<file path="src/scd_pkg.sv">
package scd_pkg;

    // Fixed field widths of the stream and configuration ports
    localparam int DEPTH_W        = 16;
    localparam int MEAN_RAY_W     = 14;
    localparam int MEAN_DEPTH_W   = 20;
    localparam int CFG_W          = 16;
    localparam int CFG_ADDR_W     = 1;
    localparam int IN_TDATA_W     = 16;
    localparam int OUT_TDATA_W    = 40;

    // Defaults for the top-level parameters
    localparam int MAX_RAYS_DEF   = 1024;
    localparam int DEPTH_BITS_DEF = 16;
    localparam int FRAC_BITS_DEF  = 4;

    // Segment queue between front and divider
    localparam int SEG_FIFO_DEPTH = 4;

    // Register reset values
    localparam logic [CFG_W-1:0] MIN_VALID_DEPTH_RST = 16'd20;
    localparam logic [CFG_W-1:0] EDGE_THRESHOLD_RST  = 16'd100;

    // Register indexes
    localparam logic [CFG_ADDR_W-1:0] CFG_MIN_VALID_DEPTH = 1'b0;
    localparam logic [CFG_ADDR_W-1:0] CFG_EDGE_THRESHOLD  = 1'b1;

    typedef enum logic [1:0] {
        DIV_IDLE,
        DIV_RUN,
        DIV_DONE
    } t_div_state;

    typedef struct packed {
        logic full;
        logic empty;
    } t_fifo_status;

endpackage

</file>
<file path="src/scan_cylinder_detector.sv">
// Input: one beat per cycle while the segment queue has room; the queue
//   (4 entries) fills only when segments close faster than the divider drains.
// Output: a mean pair leaves once the shared bit-serial divider has formed
//   QW quotient bits, where QW = sum width + FRAC_BITS (31 by default); the
//   divider takes no new segment until the last mean pair has been taken.
// Reset: synchronous, active low; clears scan state, queue and divider, and
//   loads min_valid_depth = 20 and edge_threshold = 100.
module scan_cylinder_detector #(
    parameter int MAX_RAYS   = scd_pkg::MAX_RAYS_DEF,
    parameter int DEPTH_BITS = scd_pkg::DEPTH_BITS_DEF,
    parameter int FRAC_BITS  = scd_pkg::FRAC_BITS_DEF
) (
    input  logic                              i_clk,
    input  logic                              i_rst_n,
    input  logic                              i_s_axis_tvalid,
    output logic                              o_s_axis_tready,
    input  logic [scd_pkg::IN_TDATA_W-1:0]    i_s_axis_tdata,  // [15:0] depth
    input  logic                              i_s_axis_tlast,  // last_sample
    output logic                              o_m_axis_tvalid,
    input  logic                              i_m_axis_tready,
    // [13:0] mean_ray, [33:14] mean_depth, [39:34] zero
    output logic [scd_pkg::OUT_TDATA_W-1:0]   o_m_axis_tdata,
    input  logic                              i_cfg_we,
    input  logic [scd_pkg::CFG_ADDR_W-1:0]    i_cfg_addr,
    input  logic [scd_pkg::CFG_W-1:0]         i_cfg_wdata
);
    import scd_pkg::*;

    localparam int DW        = (DEPTH_BITS < DEPTH_W) ? DEPTH_BITS : DEPTH_W;
    localparam int IDX_W     = $clog2(MAX_RAYS + 1);
    localparam int RAY_TOTAL = MAX_RAYS * (MAX_RAYS - 1) / 2;
    localparam int RSUM_RAW  = $clog2(RAY_TOTAL + 1);
    localparam int RSUM_W    = (RSUM_RAW > IDX_W) ? RSUM_RAW : IDX_W;
    localparam int ENTRY_W   = RSUM_W + DW + 2 * IDX_W;

    logic [CFG_W-1:0] r_min_valid_depth;
    logic [CFG_W-1:0] r_edge_threshold;

    t_fifo_status        w_fifo_status;
    logic                w_push;
    logic [ENTRY_W-1:0]  w_push_data;
    logic                w_pop;
    logic [ENTRY_W-1:0]  w_pop_data;
    logic [MEAN_RAY_W-1:0]   w_mean_ray;
    logic [MEAN_DEPTH_W-1:0] w_mean_depth;

    always_ff @(posedge i_clk) begin
        if (!i_rst_n) begin
            r_min_valid_depth <= MIN_VALID_DEPTH_RST;
            r_edge_threshold  <= EDGE_THRESHOLD_RST;
        end else if (i_cfg_we) begin
            unique case (i_cfg_addr)
                CFG_MIN_VALID_DEPTH: r_min_valid_depth <= i_cfg_wdata;
                CFG_EDGE_THRESHOLD:  r_edge_threshold  <= i_cfg_wdata;
                default: begin
                    r_min_valid_depth <= r_min_valid_depth;
                    r_edge_threshold  <= r_edge_threshold;
                end
            endcase
        end
    end

    scd_front #(
        .MAX_RAYS   (MAX_RAYS),
        .DEPTH_BITS (DEPTH_BITS),
        .ENTRY_W    (ENTRY_W)
    ) u_front (
        .i_clk             (i_clk),
        .i_rst_n           (i_rst_n),
        .i_valid           (i_s_axis_tvalid),
        .o_ready           (o_s_axis_tready),
        .i_depth           (i_s_axis_tdata[DEPTH_W-1:0]),
        .i_last            (i_s_axis_tlast),
        .i_min_valid_depth (r_min_valid_depth),
        .i_edge_threshold  (r_edge_threshold),
        .i_fifo_status     (w_fifo_status),
        .o_push            (w_push),
        .o_push_data       (w_push_data)
    );

    scd_fifo #(
        .WIDTH (ENTRY_W),
        .DEPTH (SEG_FIFO_DEPTH)
    ) u_fifo (
        .i_clk       (i_clk),
        .i_rst_n     (i_rst_n),
        .i_push      (w_push),
        .i_push_data (w_push_data),
        .i_pop       (w_pop),
        .o_pop_data  (w_pop_data),
        .o_status    (w_fifo_status)
    );

    scd_divider #(
        .MAX_RAYS   (MAX_RAYS),
        .DEPTH_BITS (DEPTH_BITS),
        .FRAC_BITS  (FRAC_BITS),
        .ENTRY_W    (ENTRY_W)
    ) u_divider (
        .i_clk         (i_clk),
        .i_rst_n       (i_rst_n),
        .i_fifo_status (w_fifo_status),
        .i_entry       (w_pop_data),
        .o_pop         (w_pop),
        .o_valid       (o_m_axis_tvalid),
        .i_ready       (i_m_axis_tready),
        .o_mean_ray    (w_mean_ray),
        .o_mean_depth  (w_mean_depth)
    );

    assign o_m_axis_tdata = OUT_TDATA_W'({w_mean_depth, w_mean_ray});

endmodule

</file>
<file path="src/scd_front.sv">
module scd_front #(
    parameter int MAX_RAYS   = scd_pkg::MAX_RAYS_DEF,
    parameter int DEPTH_BITS = scd_pkg::DEPTH_BITS_DEF,
    parameter int ENTRY_W    = 64
) (
    input  logic                      i_clk,
    input  logic                      i_rst_n,
    input  logic                      i_valid,
    output logic                      o_ready,
    input  logic [scd_pkg::DEPTH_W-1:0] i_depth,
    input  logic                      i_last,
    input  logic [scd_pkg::CFG_W-1:0] i_min_valid_depth,
    input  logic [scd_pkg::CFG_W-1:0] i_edge_threshold,
    input  scd_pkg::t_fifo_status     i_fifo_status,
    output logic                      o_push,
    output logic [ENTRY_W-1:0]        o_push_data
);
    import scd_pkg::*;

    localparam int DW        = (DEPTH_BITS < DEPTH_W) ? DEPTH_BITS : DEPTH_W;
    localparam int IDX_W     = $clog2(MAX_RAYS + 1);
    localparam int CNT_W     = IDX_W;
    localparam int RAY_TOTAL = MAX_RAYS * (MAX_RAYS - 1) / 2;
    localparam int RSUM_RAW  = $clog2(RAY_TOTAL + 1);
    localparam int RSUM_W    = (RSUM_RAW > IDX_W) ? RSUM_RAW : IDX_W;
    localparam int DSUM_W    = DW + CNT_W;
    localparam int DIFF_W    = CFG_W + 2;

    logic [DW-1:0]     r_older, n_older;
    logic [DW-1:0]     r_middle, n_middle;
    logic [IDX_W-1:0]  r_ray_index, n_ray_index;
    logic              r_in_seg, n_in_seg;
    logic [RSUM_W-1:0] r_ray_sum, n_ray_sum;
    logic [DSUM_W-1:0] r_depth_sum, n_depth_sum;
    logic [CNT_W-1:0]  r_ray_count, n_ray_count;

    logic                     w_accept;
    logic [DW-1:0]            w_d;
    logic [IDX_W-1:0]         w_idx;
    logic                     w_pair_valid;
    logic signed [DIFF_W-1:0] w_diff;
    logic signed [DIFF_W-1:0] w_thr2;
    logic                     w_fall;
    logic                     w_rise;
    logic                     w_mid_valid;

    // Accept only when a segment result would surely find room
    assign o_ready  = !i_fifo_status.full;
    assign w_accept = i_valid && o_ready;
    assign w_d      = i_depth[DW-1:0];
    assign w_idx    = r_ray_index - IDX_W'(1);

    assign w_pair_valid = (r_ray_index >= IDX_W'(2))
                       && (CFG_W'(r_older) > i_min_valid_depth)
                       && (CFG_W'(w_d) > i_min_valid_depth);
    assign w_diff = w_pair_valid
                  ? ($signed(DIFF_W'(w_d)) - $signed(DIFF_W'(r_older)))
                  : '0;
    assign w_thr2 = $signed({1'b0, i_edge_threshold, 1'b0});
    assign w_fall = w_diff <= -w_thr2;
    assign w_rise = w_diff >= w_thr2;
    assign w_mid_valid = CFG_W'(r_middle) > i_min_valid_depth;

    assign o_push_data = ENTRY_W'({r_ray_count, r_depth_sum, r_ray_sum});

    always_comb begin
        n_older     = r_older;
        n_middle    = r_middle;
        n_ray_index = r_ray_index;
        n_in_seg    = r_in_seg;
        n_ray_sum   = r_ray_sum;
        n_depth_sum = r_depth_sum;
        n_ray_count = r_ray_count;
        o_push      = 1'b0;
        if (w_accept) begin
            if (r_ray_index < IDX_W'(MAX_RAYS)) begin
                // ray index-1 is finished now that its right neighbor is here
                if (r_ray_index != '0) begin
                    priority if (w_fall) begin
                        n_in_seg    = 1'b1;
                        n_ray_sum   = RSUM_W'(w_idx);
                        n_depth_sum = DSUM_W'(r_middle);
                        n_ray_count = CNT_W'(1);
                    end else if (w_rise) begin
                        o_push   = r_in_seg;
                        n_in_seg = 1'b0;
                    end else if (r_in_seg && w_mid_valid) begin
                        n_ray_sum   = r_ray_sum + RSUM_W'(w_idx);
                        n_depth_sum = r_depth_sum + DSUM_W'(r_middle);
                        n_ray_count = r_ray_count + CNT_W'(1);
                    end
                end
                n_older     = r_middle;
                n_middle    = w_d;
                n_ray_index = r_ray_index + IDX_W'(1);
            end
            // the last ray has a zero derivative and cannot close a segment
            if (i_last) begin
                n_older     = '0;
                n_middle    = '0;
                n_ray_index = '0;
                n_in_seg    = 1'b0;
                n_ray_sum   = '0;
                n_depth_sum = '0;
                n_ray_count = '0;
            end
        end
    end

    always_ff @(posedge i_clk) begin
        if (!i_rst_n) begin
            r_older     <= '0;
            r_middle    <= '0;
            r_ray_index <= '0;
            r_in_seg    <= 1'b0;
            r_ray_sum   <= '0;
            r_depth_sum <= '0;
            r_ray_count <= '0;
        end else begin
            r_older     <= n_older;
            r_middle    <= n_middle;
            r_ray_index <= n_ray_index;
            r_in_seg    <= n_in_seg;
            r_ray_sum   <= n_ray_sum;
            r_depth_sum <= n_depth_sum;
            r_ray_count <= n_ray_count;
        end
    end

endmodule

</file>
<file path="src/scd_fifo.sv">
module scd_fifo #(
    parameter int WIDTH = 64,
    parameter int DEPTH = scd_pkg::SEG_FIFO_DEPTH
) (
    input  logic                  i_clk,
    input  logic                  i_rst_n,
    input  logic                  i_push,
    input  logic [WIDTH-1:0]      i_push_data,
    input  logic                  i_pop,
    output logic [WIDTH-1:0]      o_pop_data,
    output scd_pkg::t_fifo_status o_status
);
    import scd_pkg::*;

    localparam int AW = (DEPTH > 1) ? $clog2(DEPTH) : 1;

    logic [WIDTH-1:0] r_mem [DEPTH];
    logic [AW-1:0]    r_wr_ptr;
    logic [AW-1:0]    r_rd_ptr;
    logic [AW:0]      r_count;

    logic w_push_ok;
    logic w_pop_ok;

    assign o_status.full  = r_count == (AW+1)'(DEPTH);
    assign o_status.empty = r_count == '0;
    assign w_push_ok      = i_push && !o_status.full;
    assign w_pop_ok       = i_pop && !o_status.empty;
    assign o_pop_data     = r_mem[r_rd_ptr];

    always_ff @(posedge i_clk) begin
        if (w_push_ok) begin
            r_mem[r_wr_ptr] <= i_push_data;
        end
    end

    always_ff @(posedge i_clk) begin
        if (!i_rst_n) begin
            r_wr_ptr <= '0;
            r_rd_ptr <= '0;
            r_count  <= '0;
        end else begin
            if (w_push_ok) begin
                r_wr_ptr <= (r_wr_ptr == AW'(DEPTH - 1)) ? '0 : r_wr_ptr + AW'(1);
            end
            if (w_pop_ok) begin
                r_rd_ptr <= (r_rd_ptr == AW'(DEPTH - 1)) ? '0 : r_rd_ptr + AW'(1);
            end
            unique case ({w_push_ok, w_pop_ok})
                2'b10:   r_count <= r_count + (AW+1)'(1);
                2'b01:   r_count <= r_count - (AW+1)'(1);
                default: r_count <= r_count;
            endcase
        end
    end

endmodule

</file>
<file path="src/scd_divider.sv">
module scd_divider #(
    parameter int MAX_RAYS   = scd_pkg::MAX_RAYS_DEF,
    parameter int DEPTH_BITS = scd_pkg::DEPTH_BITS_DEF,
    parameter int FRAC_BITS  = scd_pkg::FRAC_BITS_DEF,
    parameter int ENTRY_W    = 64
) (
    input  logic                          i_clk,
    input  logic                          i_rst_n,
    input  scd_pkg::t_fifo_status         i_fifo_status,
    input  logic [ENTRY_W-1:0]            i_entry,
    output logic                          o_pop,
    output logic                          o_valid,
    input  logic                          i_ready,
    output logic [scd_pkg::MEAN_RAY_W-1:0]   o_mean_ray,
    output logic [scd_pkg::MEAN_DEPTH_W-1:0] o_mean_depth
);
    import scd_pkg::*;

    localparam int DW        = (DEPTH_BITS < DEPTH_W) ? DEPTH_BITS : DEPTH_W;
    localparam int IDX_W     = $clog2(MAX_RAYS + 1);
    localparam int CNT_W     = IDX_W;
    localparam int RAY_TOTAL = MAX_RAYS * (MAX_RAYS - 1) / 2;
    localparam int RSUM_RAW  = $clog2(RAY_TOTAL + 1);
    localparam int RSUM_W    = (RSUM_RAW > IDX_W) ? RSUM_RAW : IDX_W;
    localparam int DSUM_W    = DW + CNT_W;
    localparam int SUM_W     = (RSUM_W > DSUM_W) ? RSUM_W : DSUM_W;
    localparam int QW        = SUM_W + FRAC_BITS;
    localparam int STEP_W    = $clog2(QW);
    localparam int SAT_W     = (QW > MEAN_DEPTH_W) ? QW : MEAN_DEPTH_W;

    t_div_state r_state, n_state;

    logic [QW-1:0]     r_rq;
    logic [QW-1:0]     r_dq;
    logic [CNT_W:0]    r_rrem;
    logic [CNT_W:0]    r_drem;
    logic [CNT_W-1:0]  r_cnt;
    logic [STEP_W-1:0] r_step;

    logic [RSUM_W-1:0] w_in_rsum;
    logic [DSUM_W-1:0] w_in_dsum;
    logic [CNT_W-1:0]  w_in_cnt;
    logic [CNT_W:0]    w_rtry, w_dtry;
    logic              w_rge, w_dge;
    logic [CNT_W:0]    n_rrem, n_drem;
    logic [QW-1:0]     n_rq, n_dq;
    logic              w_last_step;

    assign {w_in_cnt, w_in_dsum, w_in_rsum} = i_entry[CNT_W+DSUM_W+RSUM_W-1:0];

    // Restoring division, one quotient bit per cycle for both means at once;
    // the dividend shifts out of the top while quotient bits enter below.
    assign w_rtry = {r_rrem[CNT_W-1:0], r_rq[QW-1]};
    assign w_dtry = {r_drem[CNT_W-1:0], r_dq[QW-1]};
    assign w_rge  = w_rtry >= {1'b0, r_cnt};
    assign w_dge  = w_dtry >= {1'b0, r_cnt};
    assign n_rrem = w_rge ? (w_rtry - {1'b0, r_cnt}) : w_rtry;
    assign n_drem = w_dge ? (w_dtry - {1'b0, r_cnt}) : w_dtry;
    assign n_rq   = {r_rq[QW-2:0], w_rge};
    assign n_dq   = {r_dq[QW-2:0], w_dge};
    assign w_last_step = r_step == STEP_W'(QW - 1);

    always_comb begin
        n_state = r_state;
        unique case (r_state)
            DIV_IDLE: if (!i_fifo_status.empty) n_state = DIV_RUN;
            DIV_RUN:  if (w_last_step) n_state = DIV_DONE;
            DIV_DONE: if (i_ready) n_state = DIV_IDLE;
            default:  n_state = DIV_IDLE;
        endcase
    end

    always_comb begin
        o_pop   = 1'b0;
        o_valid = 1'b0;
        unique case (r_state)
            DIV_IDLE: o_pop = !i_fifo_status.empty;
            DIV_RUN:  o_pop = 1'b0;
            DIV_DONE: o_valid = 1'b1;
            default: begin
                o_pop   = 1'b0;
                o_valid = 1'b0;
            end
        endcase
    end

    // Means saturate to the field's largest value
    assign o_mean_ray   = (SAT_W'(r_rq) > SAT_W'({MEAN_RAY_W{1'b1}}))
                        ? {MEAN_RAY_W{1'b1}} : MEAN_RAY_W'(r_rq);
    assign o_mean_depth = (SAT_W'(r_dq) > SAT_W'({MEAN_DEPTH_W{1'b1}}))
                        ? {MEAN_DEPTH_W{1'b1}} : MEAN_DEPTH_W'(r_dq);

    always_ff @(posedge i_clk) begin
        if (o_pop) begin
            r_rq   <= QW'(w_in_rsum) << FRAC_BITS;
            r_dq   <= QW'(w_in_dsum) << FRAC_BITS;
            r_rrem <= '0;
            r_drem <= '0;
            r_cnt  <= w_in_cnt;
            r_step <= '0;
        end else if (r_state == DIV_RUN) begin
            r_rq   <= n_rq;
            r_dq   <= n_dq;
            r_rrem <= n_rrem;
            r_drem <= n_drem;
            r_step <= r_step + STEP_W'(1);
        end
    end

    always_ff @(posedge i_clk) begin
        if (!i_rst_n) begin
            r_state <= DIV_IDLE;
        end else begin
            r_state <= n_state;
        end
    end

endmodule

</file>
<file path="config.mk">
export PLATFORM = sky130hd
export DESIGN_NAME = scan_cylinder_detector
export DESIGN_NICKNAME = d
export VERILOG_FILES = /design/src/scd_pkg.sv /design/src/scan_cylinder_detector.sv /design/src/scd_front.sv /design/src/scd_fifo.sv /design/src/scd_divider.sv
export SDC_FILE = /design/constraint.sdc
export NUM_CORES = 1
export LEC_CHECK = 0
export BUFFER_PORTS_ARGS = -buffer_cell sky130_fd_sc_hd__buf_2
export CAP_MARGIN = 20
export CORE_ASPECT_RATIO = 2
export CORE_MARGIN = 3
export CORE_UTILIZATION = 40
export DETAILED_ROUTE_END_ITERATION = 16
export GPL_ROUTABILITY_DRIVEN = 1
export GPL_TIMING_DRIVEN = 0
export SETUP_SLACK_MARGIN = 0.4
export SYNTH_ARGS = -nofsm -noshare
export SYNTH_HDL_FRONTEND = slang
export SYNTH_SLANG_ARGS = --single-unit
</file>
<file path="constraint.sdc">
create_clock -name i_clk -period 7.35 [get_ports i_clk]
set_clock_uncertainty 0.05 [all_clocks]
set_input_delay 0 -clock i_clk [delete_from_list [all_inputs] [get_ports i_clk]]
set_output_delay 0 -clock i_clk [all_outputs]
set_load 0.005 [all_outputs]
</file>
== Yosys cells after proc, flatten, opt, wreduce, memory -nomap -nowiden ==
Memories as Yosys holds them, arrays and structs flattened. A register that Yosys moved wholly into a read port is not among the register bits.
Index checks and enable logic that the tools add are counted.
Cells by class
  add/subtract/negate cells: 14
  $lt $le $gt $ge: 11
  equality and inequality tests: 12
  muxes and demuxes: 56
  bitwise logic cells: 1
  reductions and logical operators: 23
Operators by type and width (number)
  2-to-1 mux 27 bit: 6
  2-to-1 mux 19 bit: 6
  2-to-1 mux 11 bit: 10
  2-to-1 mux 16 bit: 4
  2-to-1 mux 31 bit: 2
  > comparator 16 bit: 3
  2-to-1 mux 23 bit: 2
  > comparator 31 x 14 -> 1 bit, second input constant: 1
  > comparator 31 x 20 -> 1 bit, second input constant: 1
  adder 27 x 16 -> 27 bit: 1
  greater-or-equal comparator 12 x 11 -> 1 bit: 2
  adder 11 x 1 -> 11 bit, second input constant: 2
  subtractor 11 bit: 2
  2-to-1 mux 20 bit: 1
  adder 19 x 11 -> 19 bit: 1
  greater-or-equal comparator 18 bit: 1
  less-or-equal comparator 18 bit: 1
  2-to-1 mux 18 bit: 1
  negation 17 -> 18 bit: 1
  subtractor 16 x 16 -> 17 bit: 1
  2-to-1 mux 1 bit: 14
  2-to-1 mux 14 bit: 1
  2-to-1 mux 2 bit: 7
  greater-or-equal comparator 11 x 2 -> 1 bit, second input constant: 1
  27 further kinds: 45
Word-level totals
  flip-flop bits (word level): 242
  bits in writable memories: 228
  output and inout bits: 42
  word-level logic and storage cells: 139
  memories: 1
Memory list
  u_fifo.r_mem: words 4, bits a word 57, read ports 1, clocked after Yosys merged registers in 1, write ports 1, RTL line scd_fifo.sv:17  | logic [WIDTH-1:0] r_mem [DEPTH];

== Longest topological paths before layout ==
  word-level depth: 13
  depth in mapped cells: 28
  depth with buffers taken out: 28

== Cells and area by module ==
From an unflattened synthesis, not the netlist that was laid out.
Second synthesis, totals
  cells, all modules: 2095
  area, all modules: 24098.1 um^2
By module, submodules not included
  scd_front: instances 1, cells an instance 1130, area each 8914.8 um^2, seq. area each 2021.9 um^2
  scd_fifo: instances 1, cells an instance 353, area each 8705.8 um^2, seq. area each 7026.7 um^2
  scd_divider: instances 1, cells an instance 476, area each 5175.0 um^2, seq. area each 2612.5 um^2
  scan_cylinder_detector: instances 1, cells an instance 136, area each 1302.5 um^2, seq. area each 640.6 um^2

== Least setup slack after synthesis ==
No wires, ideal clock.
  path kind: reg-to-reg
  from: register u_front.r_older[1]
  to: memory u_fifo.r_mem[0][0] (netlist name) (enable)
  library setup time: 0.421 ns
  data arrival time: 5.711 ns
  data required time: 6.879 ns
  slack: 1.168 ns
  cell stages (with the launch flop): 22
  cells stage by stage: dfxtp_1 > inv_1 > ha_1 > nor2b_1 > o21ai_0 > a21boi_0 > o211a_1 > o2111ai_1 > a311oi_1 > o21ai_0 > nand2b_1 > xnor2_1 > nor2_1 > ha_1 > o21ai_0 > o21ai_0 > a31oi_1 > a2111o_1 > nor2_1 > o21ai_0 > nor4_1 > and2_1
On the way
  word-level cells in the longest chain between the ends: 13
  elaborated cells between the ends (all ways): 15
  classes of those cells: add/sub: 1; order compare: 3; mux: 8; reduce/logical: 3
RTL lines
  from (decl): RTL line scd_front.sv:29  | logic [DW-1:0] r_older, n_older;
  from (signal assigned): RTL line scd_front.sv:120  | r_older <= n_older;
  > comparator 16 bit: RTL line scd_front.sv:54  | && (CFG_W'(r_older) > i_min_valid_depth)
  logical AND 1 bit: RTL line scd_front.sv:54
  logical AND 1 bit: RTL line scd_front.sv:55  | && (CFG_W'(w_d) > i_min_valid_depth);
  2-to-1 mux 18 bit *: RTL line scd_front.sv:57  | ? ($signed(DIFF_W'(w_d)) - $signed(DIFF_W'(r_older)))
  greater-or-equal comparator 18 bit: RTL line scd_front.sv:61  | assign w_rise = w_diff >= w_thr2;
  2-to-1 mux 1 bit: RTL line scd_front.sv:84  | end else if (w_rise) begin
  2-to-1 mux 1 bit *: RTL line scd_front.sv:79  | priority if (w_fall) begin
  2-to-1 mux 1 bit *: RTL line scd_front.sv:78  | if (r_ray_index != '0) begin
  2-to-1 mux 1 bit *: RTL line scd_front.sv:76  | if (r_ray_index < IDX_W'(MAX_RAYS)) begin
  2-to-1 mux 1 bit *: RTL line scd_front.sv:75  | if (w_accept) begin
  logical AND 1 bit *: RTL line scd_fifo.sv:27  | assign w_push_ok = i_push && !o_status.full;
  2-to-1 mux 1 bit *: RTL line scd_fifo.sv:32  | if (w_push_ok) begin
  2-to-1 mux 1 bit (implied by the code) *: RTL line scd_fifo.sv:33  | r_mem[r_wr_ptr] <= i_push_data;
  to (decl): RTL line scd_fifo.sv:17
Every way passes the cells marked *; elsewhere a longest branch is shown, timed or not.

== Worst setup path after layout ==
  from: register r_min_valid_depth[9]
  to: memory u_fifo.r_mem[3][35] (netlist name) (enable)
On the way
  word-level cells in the longest chain between the ends: 13
  elaborated cells between the ends (all ways): 15
  classes of those cells: order compare: 4; mux: 8; reduce/logical: 3
RTL lines
  from (decl): RTL line scan_cylinder_detector.sv:36  | logic [CFG_W-1:0] r_min_valid_depth;
  from (signal assigned): RTL line scan_cylinder_detector.sv:53  | CFG_MIN_VALID_DEPTH: r_min_valid_depth <= i_cfg_wdata;
  from (signal assigned): RTL line scan_cylinder_detector.sv:56  | r_min_valid_depth <= r_min_valid_depth;
  > comparator 16 bit: RTL line scd_front.sv:54
  logical AND 1 bit: RTL line scd_front.sv:54
  logical AND 1 bit *: RTL line scd_front.sv:55
  2-to-1 mux 18 bit *: RTL line scd_front.sv:57
  greater-or-equal comparator 18 bit: RTL line scd_front.sv:61
  2-to-1 mux 1 bit: RTL line scd_front.sv:84
  2-to-1 mux 1 bit *: RTL line scd_front.sv:79
  2-to-1 mux 1 bit *: RTL line scd_front.sv:78
  2-to-1 mux 1 bit *: RTL line scd_front.sv:76
  2-to-1 mux 1 bit *: RTL line scd_front.sv:75
  logical AND 1 bit *: RTL line scd_fifo.sv:27
  2-to-1 mux 1 bit *: RTL line scd_fifo.sv:32
  2-to-1 mux 1 bit (implied by the code) *: RTL line scd_fifo.sv:33
Marks and branches as above.

==> results.md <==
- Status: complete, no violations
- Area grow syn2layout: 14.17%
- Top_reg_cell synth: edfxtp_1
- Xor/xnor share of the synthesized area: 2.461%
- Power per standard cell area: 205.3 nW/um^2
- Top-area cell type share of the netlist area: 36.43%
- Yosys top cell by area: edfxtp_1
- Bufs on Longest Clock Path: 3
- Number of diodes: 0
- Setup TNS: 0 ns
- Port Buffers: 74
- GRT Util Overall: 20.46%
- Seq cells post-synth: 472
- Post-Synth Simple-Gate Area: approximately an eighth
- Tcrit/Tclk final: approximately nine tenths
- Die Y: 348.7 um
- Clk root buf: clkbuf_16
- Largest net degree at the start of global routing: 39
- Synthesized area: 23490 sq um
- Max capacitance violation total: 0
- Inst Count DP: 2891
- Number of synthesized flops with an enable pin: 285
- Final hold violation count: 0
- IO Pins: 81
- Fin crit period: 6.666 ns
- Pre-CTS setup slack: 0.7583 ns
- CP max FO: 29
- # rows: 125
- Placed Instance Area: 24980 sq um
- Slowest cell on crit path: a2111o_1
- Worst Setup End Kind: flip-flop
- H-tree depth: 2
- Number of buffers and inverters on the critical path: 4
- Vias: 16910
- DP Wirelength: 49.61 mm
- Post-Synth Adder-Cell Area: 8.767%
- RD Place Congestion: 0.9468
- Sequential cell area fraction in the yosys report: approximately 52%
- Post-synthesis compound-gate area fraction: 14.59%
- Ratio of cells with drive above 1 in the final layout: 12.48%
- Mux cell area share after synthesis: 5.891%
- PnR Total Power: roughly 0.0055 W
- Wirelength per Cell: ~21 um
- Sw Share: 22.95%
- Crit-path max cell delay: between 0.4 and 0.5 ns
- Crit path DAT: 6.86 ns
- Share of power burned in registers: 51.4%
- Worst Max-Slew Pin Slew: 0.9779 ns
- DR iter-0 viols: 908
- Most frequent CP cell: o21ai_0
- # nets final: 2417
- Worst-Skew Late Latency: 0.57 ns
- Clock-pin slew on the worst setup and hold paths: roughly 0.06 ns
- Syn_area_per_cell: around 12 sq um
- First-pass GRT wire length: about 97 mm
- Initial Util: 40.38%
- Total gr overflow: 0
- Post-route cell area: about 27000 sq um
- Asr flop ratio synth: 0%
- Layout Cells excl Fill: 3014
- FF-to-FF setup slack: 0.68 ns
- Drt drc: 0
- Cells after Synth: between 2000 and 2500
- Clock share of power: 41.3%
- Leakage: 9.459 nW
- HP Class: in -> reg
- Net switching power: 0.001263 W
- Count of pins over their slew limit: 0
- Antenna violations before repair: 1
- Slew headroom: 34.30%
- CTS tree: done
- Final wirelength: 64.74 mm
- DRT Pass-1 Iters: 5
- Final setup viols: 0
- Unrepaired setup endpoints after global routing: no
- Synth top cells by count: edfxtp_1, dfxtp_1, nand2_1, ha_1, inv_1
- DIE WIDTH: 177.4 um
- Cell variety after synth: 81
- Synth area leaders: edfxtp_1, dfxtp_1, ha_1
- Vias in the first global route: 17520
- Synth Warn #: 0
- CTS Sinks: 472
- Crit start category: flip-flop
- Post CTS Setup Buffer Count: 0
- Largest family of logic cells by synthesized area: compound AO/OA/AOI/OAI gates
- Most frequent cell after synthesis: edfxtp_1
- Setup CP Type: reg -> reg
- CP delay by family, top: compound AO/OA/AOI/OAI gates
- Peak Freq: ~150 MHz
- Die area: 61850 sq um
- Layout fillers: 5419
- PnR worst setup slack: 0.6839 ns
- Crit-path cells: inv_1 -> ha_1 -> a21oi_1 -> o21ai_0 -> a221o_1 -> or3_4 -> nand2_1 -> clkbuf_1 -> nor2_1 -> ha_1 -> o21ai_0 -> o21ai_0 -> a31oi_1 -> a2111o_1 -> nor2_1 -> o21ai_0 -> nor4_1 -> clkdlybuf4s18_2 -> and2_4 -> buf_12
- Int Power: 0.004242 W
- Antenna-violating nets left: 0
- Core area: 58180 sq um
- CTS buffer count: 43
- Comb power frac: approximately 7.3%
- Peak supply drop: about 0.2 mV
- Crit path required time: 7.55 ns
- Via density: 5.610
==> kinds of logic after synthesis <==
| group | Yosys count |
|---|---|
| multiplexers | 67 |
| AND/OR/NAND/NOR | 591 |
| other | 1 |
| adder cells (fa/ha/maj) | 161 |
| flip-flops | 472 |
| buffers and inverters | 197 |
| XOR/XNOR | 66 |
| AO/OA/AOI/OAI | 487 |
==> sequential cells by signal, indices dropped and copies added (netlist names), 3 cells and up, named ones only <==
| signal | flops |
|---|---|
| r_edge_threshold | 16 |
| u_front.r_ray_count | 11 |
| u_fifo.r_mem | 228 |
| u_divider.r_rq | 31 |
| u_front.r_older | 16 |
| u_divider.r_step | 5 |
| u_fifo.r_count | 3 |
| u_divider.r_drem | 11 |
| u_divider.r_rrem | 11 |
| u_front.r_ray_index | 11 |
| u_front.r_depth_sum | 27 |
| u_front.r_ray_sum | 19 |
| r_min_valid_depth | 16 |
| u_divider.r_cnt | 11 |
| u_front.r_middle | 16 |
| u_divider.r_dq | 31 |
==> routing by layer <==
metal  up-vias  routed length, um  track usage (%)  share of wire (%)
li1       8010                  -                -                  -
met1      8253              21540            19.29                 33
met2       450              36070            40.42                 56
met3       196               2087            1.848                3.2
met4         0               5033            13.91                7.8
met5         -                  0                0                  0
==> what timing repair did <==
item | CTS | global route
gates resized for setup | 0 | 1
setup endpoints to repair | 0 | 120
hold buffers | 39 | 0
endpoints found under the hold margin | 69 | 0
==> tightest hold or removal path, cell delays in order <==
cell and delay (ns):
dlygate4sd3_1 0.51, buf_2 0.13, nand2_1 0.05, o211ai_1 0.08
==> area by class of cell <==
type	count	area [sq um]	area share, %
Sequential cell	472	12300	45.87
Clock buffer	64	1226	4.572
Clock inverter	16	190.2	0.7091
Inverter	104	390.4	1.455
Buffer	93	405.4	1.511
Timing Repair Buffer	121	900.9	3.359
Multi-Input combinational cell	1382	10450	38.97
Tap cell	762	953.4	3.555
==> through the flow <==
step                hold WS (ns)  utilization (%)
global placement          0.2139            42.68
global route              0.2095            46.10
floorplan                0.08858                -
CTS                       0.1615            46.05
detailed placement        0.2248            42.94
finish                    0.2036            46.10
==> path summary, 6_finish.rpt <==
| kind | from | end | cells past startpoint |
|---|---|---|---|
| worst max register to register | r_min_valid_depth[9] | u_fifo.r_mem[3][35] | 20 |
| worst max-delay path | r_min_valid_depth[9] | u_fifo.r_mem[3][35] | 20 |
| worst min-delay path | i_cfg_wdata[5] | r_edge_threshold[5] | 4 |
| worst min register to register | u_divider.r_dq[1] | u_divider.r_dq[1] | 2 |
==> layout by cell type (no fill, tap or decap), types with 9 or more instances in the layout <==
cell and n:
nand2_1 182, a21boi_0 36, dlygate4sd3_1 39, xor2_1 30
nor4_1 20, and2_1 10, dfxtp_1 187, mux2i_1 10
o31ai_1 25, a22o_1 51, xnor2_1 36, edfxtp_1 285
nand3_1 46, inv_1 102, nor2b_1 55, nor3_1 43
nand4_1 32, o211ai_1 32, o21ai_0 83, a21o_1 18
o31a_1 11, buf_2 86, a211oi_1 13, or3_1 9
ha_1 155, o2bb2ai_1 27, a21oi_1 83, clkbuf_1 76
clkbuf_16 44, nor2_1 100, mux4_2 57, buf_1 11
nand2b_1 29, a22oi_1 33, o21a_1 10, or2_2 31
==> power groups by stage <==
stage	combinational [W]	sequential [W]	clock [W]
after global placement	0.000371	0.00289	0
final	0.000401	0.00283	0.00227
after floorplan	0.000268	0.00288	0
after global routing	0.000444	0.00283	0.00242
after CTS	0.000398	0.00283	0.00232
after detailed placement	0.000379	0.00289	0
(Power assumes the default switching activity.)
